[config.mk]
export PLATFORM = sky130hd
export DESIGN_NAME = serial_link_buffer_xon_xoff_top
export DESIGN_NICKNAME = d
export VERILOG_FILES = /design/src/rtl/slb_pkg.sv /design/src/rtl/serial_link_buffer_xon_xoff_top.sv
export SDC_FILE = /design/constraint.sdc
export NUM_CORES = 1
export LEC_CHECK = 0
export ABC_AREA = 1
export BUFFER_PORTS_ARGS = -buffer_cell sky130_fd_sc_hd__buf_4
export CORE_ASPECT_RATIO = 0.6
export CORE_MARGIN = 2
export CORE_UTILIZATION = 60
export CTS_BUF_LIST = sky130_fd_sc_hd__clkbuf_4 sky130_fd_sc_hd__clkbuf_8
export DETAILED_ROUTE_END_ITERATION = 8
export PLACE_DENSITY = 0.79
export SKIP_LAST_GASP = 1
export SLEW_MARGIN = 20
export SYNTH_ARGS = -nofsm -noshare
export SYNTH_HDL_FRONTEND = slang
export SYNTH_SLANG_ARGS = --single-unit
[constraint.sdc]
create_clock -name clk -period 4.52 [get_ports clk]
set_input_delay 0.904 -clock clk [delete_from_list [all_inputs] [get_ports clk]]
set_output_delay 0.904 -clock clk [all_outputs]
set_load 0.02 [all_outputs]
[src/rtl/slb_pkg.sv]
// Shared types and constants of the serial link buffer.
package slb_pkg;

  // Input command codes.
  typedef enum logic [1:0] {
    CMD_TICK  = 2'd0,
    CMD_QUEUE = 2'd1,
    CMD_FETCH = 2'd2,
    CMD_NONE  = 2'd3
  } cmd_t;

  // Sticky error codes.
  localparam logic [1:0] ERR_NONE    = 2'd0;
  localparam logic [1:0] ERR_TX_FULL = 2'd1;
  localparam logic [1:0] ERR_TIMEOUT = 2'd2;

  // Flow control and line-ending characters.
  localparam logic [7:0] XON_CHAR  = 8'h11;
  localparam logic [7:0] XOFF_CHAR = 8'h13;
  localparam logic [7:0] CR_CHAR   = 8'h0d;
  localparam logic [7:0] LF_CHAR   = 8'h0a;

  // Widths of the stream payloads.
  localparam int IN_TDATA_W  = 24;
  localparam int OUT_TDATA_W = 24;

endpackage

[src/rtl/serial_link_buffer_xon_xoff_top.sv]
// Serial link buffer with XON/XOFF flow control: transmit and receive stores.
//
// Usage:
//   Input stream (in_*): in_tuser carries the command (tick with receive
//   sample, queue byte, fetch byte); in_tdata carries the byte to queue and
//   the received-byte sample of a tick.
//   Result stream (out_*): one transaction per command, two for a tick that
//   sends LF (CR first with out_tlast low, then LF with out_tlast high).
//   cfg_wen/cfg_wdata write the XON wait limit in ticks; write it only while
//   no result is outstanding.
// Throughput and timing:
//   A result shows on out_tvalid in the cycle after its command is accepted.
//   The block takes one command per cycle while out_tready is high; a tick
//   that sends LF holds the result register for CR and LF. The limit is
//   the single result register, loaded with both stores' registered reads.
// Reset: all indices, the pause state, the error and the result register
//   clear; the wait limit returns to 65535. Store contents are not cleared.
// Stall: while out_tready is low the current result holds and in_tready
//   stays low, so no command is lost.
module serial_link_buffer_xon_xoff_top #(
  parameter int TX_DEPTH = 64,
  parameter int RX_DEPTH = 8
) (
  input  logic        clk,
  input  logic        rst_n,
  // Command channel
  input  logic        in_tvalid,
  output logic        in_tready,
  // [7:0] data_byte, [8] rx_valid, [16:9] rx_byte, [23:17] zero
  input  logic [23:0] in_tdata,
  // [1:0] cmd
  input  logic [1:0]  in_tuser,
  // Result channel
  output logic        out_tvalid,
  input  logic        out_tready,
  // [0] tx_valid, [8:1] tx_byte, [9] got_valid, [17:10] got_byte,
  // [19:18] error_code, [23:20] zero
  output logic [23:0] out_tdata,
  output logic        out_tlast,
  // Configuration
  input  logic        cfg_wen,
  input  logic [15:0] cfg_wdata
);

  localparam int TX_AW = $clog2(TX_DEPTH);
  localparam int TX_CW = $clog2(TX_DEPTH + 1);
  localparam int RX_AW = $clog2(RX_DEPTH);
  localparam int RX_CW = $clog2(RX_DEPTH + 1);

  // Byte stores
  logic [7:0] tx_mem [TX_DEPTH];
  logic [7:0] rx_mem [RX_DEPTH];

  // Control state
  logic [TX_CW-1:0] tx_fill_r, tx_fill_nxt;
  logic [TX_CW-1:0] tx_sent_r, tx_sent_nxt;
  logic [RX_CW-1:0] rx_fill_r, rx_fill_nxt;
  logic [RX_CW-1:0] rx_taken_r, rx_taken_nxt;
  logic             paused_r, paused_nxt;
  logic [15:0]      wait_r, wait_nxt;
  logic [1:0]       err_r, err_nxt;
  logic [15:0]      limit_r;

  // Result register
  logic             pend_v_r, pend_v_nxt;
  logic             pend_send_r;
  logic             pend_got_r;
  logic [1:0]       pend_err_r;
  logic [7:0]       tx_rd_r;
  logic [7:0]       rx_rd_r;
  logic             phase_r, phase_nxt;

  // Decoded command fields
  slb_pkg::cmd_t    cmd;
  logic [7:0]       data_byte;
  logic             rx_valid;
  logic [7:0]       rx_byte;

  logic             accept;
  logic             pop;
  logic             send;
  logic             got;
  logic             rx_wr;
  logic [RX_AW-1:0] rx_wr_idx;
  logic             tx_wr;
  logic [15:0]      wait_inc;
  logic             split_cr;

  assign cmd       = slb_pkg::cmd_t'(in_tuser);
  assign data_byte = in_tdata[7:0];
  assign rx_valid  = in_tdata[8];
  assign rx_byte   = in_tdata[16:9];

  // Handshakes
  assign split_cr  = pend_send_r && (tx_rd_r == slb_pkg::LF_CHAR) && !phase_r;
  assign out_tvalid = pend_v_r;
  assign out_tlast  = !split_cr;
  assign pop        = out_tvalid && out_tready;
  assign in_tready  = !pend_v_r || (out_tready && out_tlast);
  assign accept     = in_tvalid && in_tready;

  // Drive the result payload
  always_comb begin
    out_tdata        = '0;
    out_tdata[0]     = pend_send_r;
    out_tdata[8:1]   = !pend_send_r ? 8'h00 : (split_cr ? slb_pkg::CR_CHAR : tx_rd_r);
    out_tdata[9]     = pend_got_r;
    out_tdata[17:10] = pend_got_r ? rx_rd_r : 8'h00;
    out_tdata[19:18] = pend_err_r;
  end

  assign wait_inc = (wait_r != 16'hffff) ? wait_r + 16'd1 : wait_r;

  // Compute the next state of one command
  always_comb begin
    tx_fill_nxt  = tx_fill_r;
    tx_sent_nxt  = tx_sent_r;
    rx_fill_nxt  = rx_fill_r;
    rx_taken_nxt = rx_taken_r;
    paused_nxt   = paused_r;
    wait_nxt     = wait_r;
    err_nxt      = err_r;
    send         = 1'b0;
    got          = 1'b0;
    rx_wr        = 1'b0;
    rx_wr_idx    = rx_fill_r[RX_AW-1:0];
    tx_wr        = 1'b0;
    unique case (cmd)
      slb_pkg::CMD_QUEUE: begin
        if (tx_fill_r < TX_CW'(TX_DEPTH)) begin
          tx_wr       = 1'b1;
          tx_fill_nxt = tx_fill_r + TX_CW'(1);
        end else begin
          err_nxt = slb_pkg::ERR_TX_FULL;
        end
      end
      slb_pkg::CMD_FETCH: begin
        if (rx_taken_r < rx_fill_r) begin
          got          = 1'b1;
          rx_taken_nxt = rx_taken_r + RX_CW'(1);
        end
      end
      slb_pkg::CMD_TICK: begin
        rx_wr = rx_valid;
        if (tx_sent_r < tx_fill_r) begin
          if (paused_r) begin
            rx_wr = 1'b0;
            if (rx_valid && rx_byte == slb_pkg::XON_CHAR) begin
              paused_nxt = 1'b0;
              send       = 1'b1;
            end else if (wait_inc >= limit_r) begin
              err_nxt     = slb_pkg::ERR_TIMEOUT;
              paused_nxt  = 1'b0;
              wait_nxt    = 16'd0;
              tx_sent_nxt = tx_sent_r + TX_CW'(1);
            end else begin
              wait_nxt = wait_inc;
            end
          end else if (rx_valid && rx_byte == slb_pkg::XOFF_CHAR) begin
            paused_nxt = 1'b1;
            wait_nxt   = 16'd0;
            rx_wr      = 1'b0;
          end else begin
            send = 1'b1;
          end
        end else begin
          tx_fill_nxt = '0;
          tx_sent_nxt = '0;
          paused_nxt  = 1'b0;
          wait_nxt    = 16'd0;
        end
        if (send) begin
          tx_sent_nxt = tx_sent_r + TX_CW'(1);
        end
        // Rewind an empty receive store, drop a byte when it is full
        if (rx_wr) begin
          if (rx_fill_r == rx_taken_r) begin
            rx_wr_idx    = '0;
            rx_fill_nxt  = RX_CW'(1);
            rx_taken_nxt = '0;
          end else if (rx_fill_r < RX_CW'(RX_DEPTH)) begin
            rx_fill_nxt = rx_fill_r + RX_CW'(1);
          end else begin
            rx_wr = 1'b0;
          end
        end
      end
      slb_pkg::CMD_NONE: begin
      end
      default: begin
      end
    endcase
  end

  // Advance the result register
  always_comb begin
    pend_v_nxt = pend_v_r;
    phase_nxt  = phase_r;
    if (pop) begin
      phase_nxt = !out_tlast;
      if (out_tlast) begin
        pend_v_nxt = 1'b0;
      end
    end
    if (accept) begin
      pend_v_nxt = 1'b1;
      phase_nxt  = 1'b0;
    end
  end

  // Control registers
  always_ff @(posedge clk) begin
    if (!rst_n) begin
      tx_fill_r  <= '0;
      tx_sent_r  <= '0;
      rx_fill_r  <= '0;
      rx_taken_r <= '0;
      paused_r   <= 1'b0;
      wait_r     <= 16'd0;
      err_r      <= slb_pkg::ERR_NONE;
      limit_r    <= 16'hffff;
      pend_v_r   <= 1'b0;
      phase_r    <= 1'b0;
    end else begin
      if (accept) begin
        tx_fill_r  <= tx_fill_nxt;
        tx_sent_r  <= tx_sent_nxt;
        rx_fill_r  <= rx_fill_nxt;
        rx_taken_r <= rx_taken_nxt;
        paused_r   <= paused_nxt;
        wait_r     <= wait_nxt;
        err_r      <= err_nxt;
      end
      if (cfg_wen) begin
        limit_r <= cfg_wdata;
      end
      pend_v_r <= pend_v_nxt;
      phase_r  <= phase_nxt;
    end
  end

  // Result payload, loaded with each accepted command
  always_ff @(posedge clk) begin
    if (accept) begin
      pend_send_r <= send;
      pend_got_r  <= got;
      pend_err_r  <= err_nxt;
    end
  end

  // Transmit store: write on queue, registered read at the send index
  always_ff @(posedge clk) begin
    if (accept && tx_wr) begin
      tx_mem[tx_fill_r[TX_AW-1:0]] <= data_byte;
    end
    if (accept) begin
      tx_rd_r <= tx_mem[tx_sent_r[TX_AW-1:0]];
    end
  end

  // Receive store: write on sample, registered read at the fetch index
  always_ff @(posedge clk) begin
    if (accept && rx_wr) begin
      rx_mem[rx_wr_idx] <= rx_byte;
    end
    if (accept) begin
      rx_rd_r <= rx_mem[rx_taken_r[RX_AW-1:0]];
    end
  end

endmodule

==> results.md, run 1 <==
* Setup slack, reg-to-reg at 1.25 ns
* Skew-Pair Late Insertion Delay at 0.69 ns
* Area fraction in compound gates after synthesis at 0.111
* Clock transition at the registers of the reported paths at 0.07 ns
* DR pass1 iterations at 8
* Die H at 171 um
* RSZ-0062 raised after global routing: no
* Detail Route Antenna Nets at 0
* Arrival time worst endpoint at 3.56 ns
* Minimum clock period at 3.27 ns
* Max-slew violation count at 0
* Routed WL at 66.8 mm
* Worst Setup EP: rx_mem[6][2]
* IO Pins at 74
* Fill cells at 3306
* GRT Overall Usage at 0.279
* Commonest non-fill, non-tap cell in the layout: edfxtp_1
* Failing checks: design-rule violations
* Core Box Area at 0.0460 mm^2
* # rows at 61
* Leakage power at 10.5 nW
* Family with the most delay on the worst path: simple AND/OR/NAND/NOR gates
* Total CTS buffers at 89
* Critical Path Sink Type: register
* DRT iter0 DRCs at 2730
* Max Freq at 306 MHz
* Levels on crit path at 12
* Share of the yosys chip area belonging to registers at 0.686
* Synth Area per Inst at 11.4 um^2
* Port buffer count at 62
* Via Count at 19400
* Crit Path Max Fanout at 8
* Hold Fails Final Rpt at 0
* Worst Tran Pin Value at 1.32 ns
* Largest net degree at the start of global routing at 260
* Post-Synth Simple-Gate Area at 0.143
* Power Dens Cells at 384 mW/mm^2
* Status: finished with violations
* Critical Path Source: tx_fill_r[2]
* Worst path cell trace: inv_1, ha_1, nand2_1, inv_1, nand2_1, nand2_2, nand2_2, nand3_1, nand3_1, nor2_2, o21ai_1, nor2_1
* #FFs+latches synth at 655
* Post-Synth Adder-Cell Area at 0.0139
* Crit path launch type: register
* Residual DRC at 1
* Post-CTS Setup Repair Bufs at 0
* Reg-to-Reg End: rx_mem[6][2]
* Hold Buf Count CTS at 0
* CP Data Required Time at 4.81 ns
* First-pass GRT wire length at 102 mm
* Synth Area in XOR/XNOR at 0.00598
* WL/cell at 21.1 um
* Longest Clk Path Bufs at 3
* CTS tree: done
* CP max stage delay at 0.63 ns
* GPL Wtd Cong at 0.876
* Commonest non-fill, non-tap cells in the layout: 596 x edfxtp_1, 481 x nor2_1, 320 x o21ai_0
* Synth cell types at 44
* Worst r2r src: tx_fill_r[2]
* Worst R2R Path Depth at 12
* Mux contribution to synthesized area at 0
* Setup Crit Path Kind: reg2reg
* Max Cap Violations at 0
* Initial cell density of the core at 0.604
* Layout cell share with drive strength beyond 1 at 0.108
* CTS sink count at 655
* Post-Place Cells at 3017
* Final nets at 2556
* Congestion Overflow GR at 0
* Finish-stage setup viols at 0
* Number of global-route vias before repair at 18300
* Maximum VDD drop at 0.286 mV
* CTS H-tree lvls at 3
* Die ar. at 0.0481 mm^2
* Power, Total at 11.6 mW
* DR vias/cell at 6.12
* Slew HR at 0.121
* Final std cells w/o fill at 3175
* Clk root buf: clkbuf_8
* Layout Skew at 0.0451 ns
* Ratio of final minimum period to clock period at 0.723
* Resized Gates After CTS at 0
* Post-DP HPWL at 39.4 mm
* Hold Crit Class: in2reg
* ANT cells at 0
* Post-Syn Area at 0.0278 mm^2
* Die width at 282 um
* Layout area overhead at 8.91%
* Syn Inst Count at 2449
* Largest family of logic cells by synthesized area: simple AND/OR/NAND/NOR gates
* Worst path bufs/invs at 2
* Initial antenna violation count at 2
* Hold Path Cell Cnt at 3
* Ys Warns at 0
* Total negative slack at 0 ns
* CP max-delay cell: nor2_1
[synth_stat cells (all sizes together)]
cell type / instances / area [um^2]
xor2: 14 / 123
a31o: 1 / 8.76
edfxtp: 596 / 17900
or2: 4 / 25.0
nor3: 9 / 45.0
buf: 60 / 373
ha: 31 / 388
o22ai: 63 / 394
and2: 2 / 12.5
nand3b: 1 / 7.51
nand2: 260 / 1030
xnor2: 5 / 43.8
o211ai: 58 / 435
o221ai: 6 / 52.6
a21oi: 89 / 475
nand4: 19 / 119
nand3: 139 / 773
o21ai: 328 / 1650
nor4: 1 / 6.26
conb: 1 / 3.75
clkbuf: 84 / 319
inv: 109 / 409
clkinv: 4 / 15.0
nor2: 495 / 1950
a31oi: 10 / 62.6
o21a: 1 / 7.51
dfxtp: 59 / 1180
[through the flow]
stage | setup WS (ns) | hold slack (ns) | instance area [um^2] | utilization
after floorplan | 1.83 | 0.435 | 27800 | -
after global placement | 1.28 | 0.459 | 28500 | 0.620
after detailed placement | 1.17 | 0.467 | 28500 | 0.620
after CTS | 1.29 | 0.432 | 30300 | 0.658
after global routing | 0.905 | 0.454 | 30300 | 0.658
final | 1.25 | 0.461 | 30300 | 0.658
[worst reg2reg max path, cell delays in order, from the launching register on]
cell and delay [ns]:
dfxtp_1 0.59, inv_1 0.24, ha_1 0.36, nand2_1 0.06, inv_1 0.05, nand2_1 0.05
nand2_2 0.12, nand2_2 0.09, nand3_1 0.15, nand3_1 0.10, nor2_2 0.25, o21ai_1 0.19
nor2_1 0.63
[power breakdown]
part	total, mW	internal, mW	switching, mW
logic	0.504	0.127	0.376
clock network	4.49	2.29	2.20
registers	6.65	6.63	0.0178
[cell families after synthesis]
family	Yosys count
AOI/OAI and AO/OA	556
xor gates and xnor gates	19
adders and majority gates	31
buffers and inverters	257
DFF	655
other	1
and+or+nand+nor	930
[worst min path at each step]
| stage | from | endpoint | slack (ns) |
|---|---|---|---|
| floorplan | limit_r[0] | limit_r[0] | 0.43 |
| global placement | limit_r[0] | limit_r[0] | 0.46 |
| detailed placement | limit_r[14] | limit_r[14] | 0.47 |
| CTS | cfg_wdata[11] | limit_r[11] | 0.43 |
| global route | in_tdata[16] | rx_mem[5][7] | 0.45 |
| finish | cfg_wdata[11] | limit_r[11] | 0.46 |
[metal layers]
| layer | vias up | global-route usage | wire [um] |
|---|---|---|---|
| met1 | 9282 | 0.411 | 27900 |
| met4 | 2 | 0.0858 | 1580 |
| met3 | 145 | 0.0763 | 8240 |
| met5 | - | 0 | 13 |
| met2 | 1234 | 0.407 | 29100 |
| li1 | 8759 | - | - |
[registers in the layout, summed over array words and instances, names as in the netlist]
| name | cells |
|---|---|
| pend_send_r | 1 |
| tx_mem | 512 |
| pend_err_r | 2 |
| wait_r | 16 |
| rx_taken_r | 4 |
| phase_r | 1 |
| tx_sent_r | 7 |
| pend_got_r | 1 |
| rx_fill_r | 4 |
| tx_rd_r | 8 |
| err_r | 2 |
| paused_r | 1 |
| out_tvalid | 1 |
| rx_mem | 64 |
| rx_rd_r | 8 |
| limit_r | 16 |
| tx_fill_r | 7 |
[cell type report]
class | instances | area [um^2] | area share
Multi-Input combinational cell | 1540 | 7620 | 0.252
Tap cell | 630 | 788 | 0.0260
Clock inverter | 28 | 166 | 0.00549
Clock buffer | 130 | 1570 | 0.0519
Sequential cell | 655 | 19100 | 0.630
Inverter | 113 | 429 | 0.0142
Timing Repair Buffer | 79 | 618 | 0.0204
No activity file was read; power rests on OpenSTA's default activity.
==> run 2, diff against run 1 <==
- clock period: 4.52 -> 3.2 ns (I/O delays scaled with it)
==> run 2 against run 1 <==
Net effect: critical endpoint is now wait_r[12]; via count grew 0.97%; the flow now finishes without violations; worst setup slack lost 0.98 ns; clock power grew 36%; critical path type unchanged.
==> results.md, run 2 (synthesized netlist as in run 1, its figures left out) <==
* Congestion Overflow GR at 0 (unchanged)
* Routed WL at 68.3 mm (was 66.8 mm)
* CP max-delay cell: dfxtp_1 (was nor2_1)
* Die H at 171 um (unchanged)
* Longest Clk Path Bufs at 3 (unchanged)
* Reg area at 0.0191 mm^2 (about the same)
* Final nets at 2651 (was 2556)
* Total negative slack at 0 ns (unchanged)
* Minimum clock period at 2.93 ns (was 3.27 ns)
* Max Cap Violations at 0 (unchanged)
* Most used cell, CP: nand2_1
* Hold Buf Count CTS at 0 (unchanged)
* Met2 usage at 0.420 (was 0.407)
* Initial cell density of the core at 0.604 (unchanged)
* Hold Crit Class: in2reg (unchanged)
* Max-slew violation count at 0 (unchanged)
* CTS sink count at 655 (unchanged)
* Hold Fails Final Rpt at 0 (unchanged)
* ANT cells at 0 (unchanged)
* Multi-input gate area at 0.00765 mm^2 (was 0.00762 mm^2)
* Met3 usage at 0.0866 (was 0.0763)
* Clock transition at the registers of the reported paths at 0.07 ns (about the same)
* Commonest non-fill, non-tap cells in the layout: 596 x edfxtp_1, 480 x nor2_1, 320 x o21ai_0 (was 596 x edfxtp_1, 481 x nor2_1, 320 x o21ai_0)
* Finish-stage setup viols at 0 (unchanged)
* Die width at 282 um (unchanged)
* Ratio of final minimum period to clock period at 0.917 (was 0.723)
* GRT Overall Usage at 0.285 (was 0.279)
* Detail Route Antenna Nets at 0 (unchanged)
* Total CTS buffers at 89 (unchanged)
* Maximum VDD drop at 0.442 mV (was 0.286 mV)
* Min Hold Slack at 0.193 ns (was 0.461 ns)
* GR Util met1 at 0.413 (was 0.411)
* Layout area overhead at 11.5% (was 8.91%)
* GRT busiest layer: met2 (was met1)
* DR pass1 iterations at 6 (was 8)
* Crit path launch type: register (unchanged)
* Die ar. at 0.0481 mm^2 (unchanged)
* Critical Path Sink Type: register (unchanged)
* Residual DRC at 0 (was 1)
* Skew-Pair Late Insertion Delay at 0.66 ns (was 0.69 ns)
* GPL Wtd Cong at 0.896 (was 0.876)
* CTS tree: done (unchanged)
* Via Count at 19600 (was 19400)
* Crit Path Max Fanout at 16 (was 8)
* CP Data Required Time at 3.78 ns (was 4.81 ns)
* Fin util at 0.674 (was 0.658)
* Worst R2R Path Depth at 19 (was 12)
* DR vias/cell at 6.00 (was 6.12)
* Max Freq at 341 MHz (was 306 MHz)
* # rows at 61 (unchanged)
* Slew HR at 0.383 (was 0.121)
* CTS H-tree lvls at 3 (unchanged)
* CP max stage delay at 0.35 ns (was 0.63 ns)
* Hold Path Cell Cnt at 3 (unchanged)
* Power Dens Cells at 523 mW/mm^2 (was 384 mW/mm^2)
* Worst path cell trace: ha_2, nand2_2, nor2_2, nand4_1, nor2_4, xor2_1, inv_1, ha_1, nand2_1, nor2_1, and2_1, nor2_1, nand2_1, nand2_1, nand2_2, nor2_4, buf_12, nand3_1, a21oi_1 (was inv_1, ha_1, nand2_1, inv_1, nand2_1, nand2_2, nand2_2, nand3_1, nand3_1, nor2_2, o21ai_1, nor2_1)
* Number of global-route vias before repair at 18600 (was 18300)
* Layout cell share with drive strength beyond 1 at 0.139 (was 0.108)
* Largest net degree at the start of global routing at 151 (was 260)
* IO Pins at 74 (unchanged)
* Layout Skew at 0.0288 ns (was 0.0451 ns)
* Power, Total at 16.2 mW (was 11.6 mW)
* Max FFs per register at 512 (unchanged)
* Leakage power at 11.0 nW (was 10.5 nW)
* Arrival time worst endpoint at 3.51 ns (was 3.56 ns)
* Clk root buf: clkbuf_8 (unchanged)
* First-pass GRT wire length at 104 mm (was 102 mm)
* Worst Tran Pin Value at 0.924 ns (was 1.32 ns)
* WL/cell at 20.9 um (was 21.1 um)
* Status: finished clean (was finished with violations)
* Post-DP HPWL at 41.5 mm (was 39.4 mm)
* Setup Crit Path Kind: reg2reg (unchanged)
* Core Box Area at 0.0460 mm^2 (unchanged)
* Commonest non-fill, non-tap cell in the layout: edfxtp_1 (unchanged)
* DRT iter0 DRCs at 2856 (was 2730)
* Fill cells at 3245 (was 3306)
* Initial antenna violation count at 1 (was 2)
* Port buffer count at 62 (unchanged)
[run 2: changes by cell type in the layout (fill, tap and decap cells not counted), moves of 3 or more]
| cell | before | now |
|---|---|---|
| clkbuf_8 | 95 | 91 |
| clkinv_1 | 20 | 23 |
| nor2_4 | 4 | 7 |
| clkbuf_4 | 35 | 31 |
| buf_4 | 77 | 168 |
| buf_12 | 2 | 6 |
[run 2: critical path: cells and delay by family (launching register included)]
| kind | cells | cell delay, ns |
|---|---|---|
| buffers and inverters | 2 | 0.23 |
| AOI/OAI and AO/OA | 1 | 0.15 |
| xor gates and xnor gates | 1 | 0.23 |
| adders and majority gates | 2 | 0.47 |
| DFF | 1 | 0.35 |
| and+or+nand+nor | 13 | 1.41 |
[run 2: path summary, 6_finish.rpt]
path,start,to,slack (ns)
setup / recovery,wait_r[0],wait_r[12],0.27
hold / removal,cfg_wdata[13],limit_r[13],0.19
setup reg to reg,wait_r[0],wait_r[12],0.27
hold reg to reg,limit_r[0],limit_r[0],0.48
[run 2: layout make-up]
class,count,area share
inverter,113,0.0139
tap,630,0.0254
multi-input combinational,1540,0.247
sequential,655,0.616
clock inverter,33,0.00605
clock buffer,122,0.0479
timing repair buffer,174,0.0445
[run 2: power by group]
group	total [mW]	switching [mW]	internal, mW	leakage, nW
Combinational	0.717	0.528	0.189	4.25
Clock	6.12	3.03	3.09	0.884
Sequential	9.39	0.0277	9.37	5.85
Total	16.2	3.59	12.6	11.0
[run 2: repair_timing]
action | in CTS | in global routing
resized for setup | 0 | 7
setup buffers | 0 | 2
setup endpoints to repair | 0 | 22
[run 2: through the flow]
step / area, um^2 / setup WS (ns) / instances
4_1_cts: 31000 / 0.0462 / 3265
2_1_floorplan: 27800 / 0.511 / 2452
3_3_place_gp: 29300 / 0.161 / 3110
6_report: 31000 / 0.266 / 3267
5_1_grt: 31000 / -0.00404 / 3267
3_5_place_dp: 29300 / 0.0618 / 3110
[run 2: routing by layer]
layer | share of wire | routed length, um | up-vias
met5 | 0.0022 | 147 | -
met4 | 0.022 | 1520 | 4
met3 | 0.13 | 8890 | 116
met2 | 0.44 | 29800 | 1154
met1 | 0.41 | 28000 | 9382
li1 | - | - | 8955
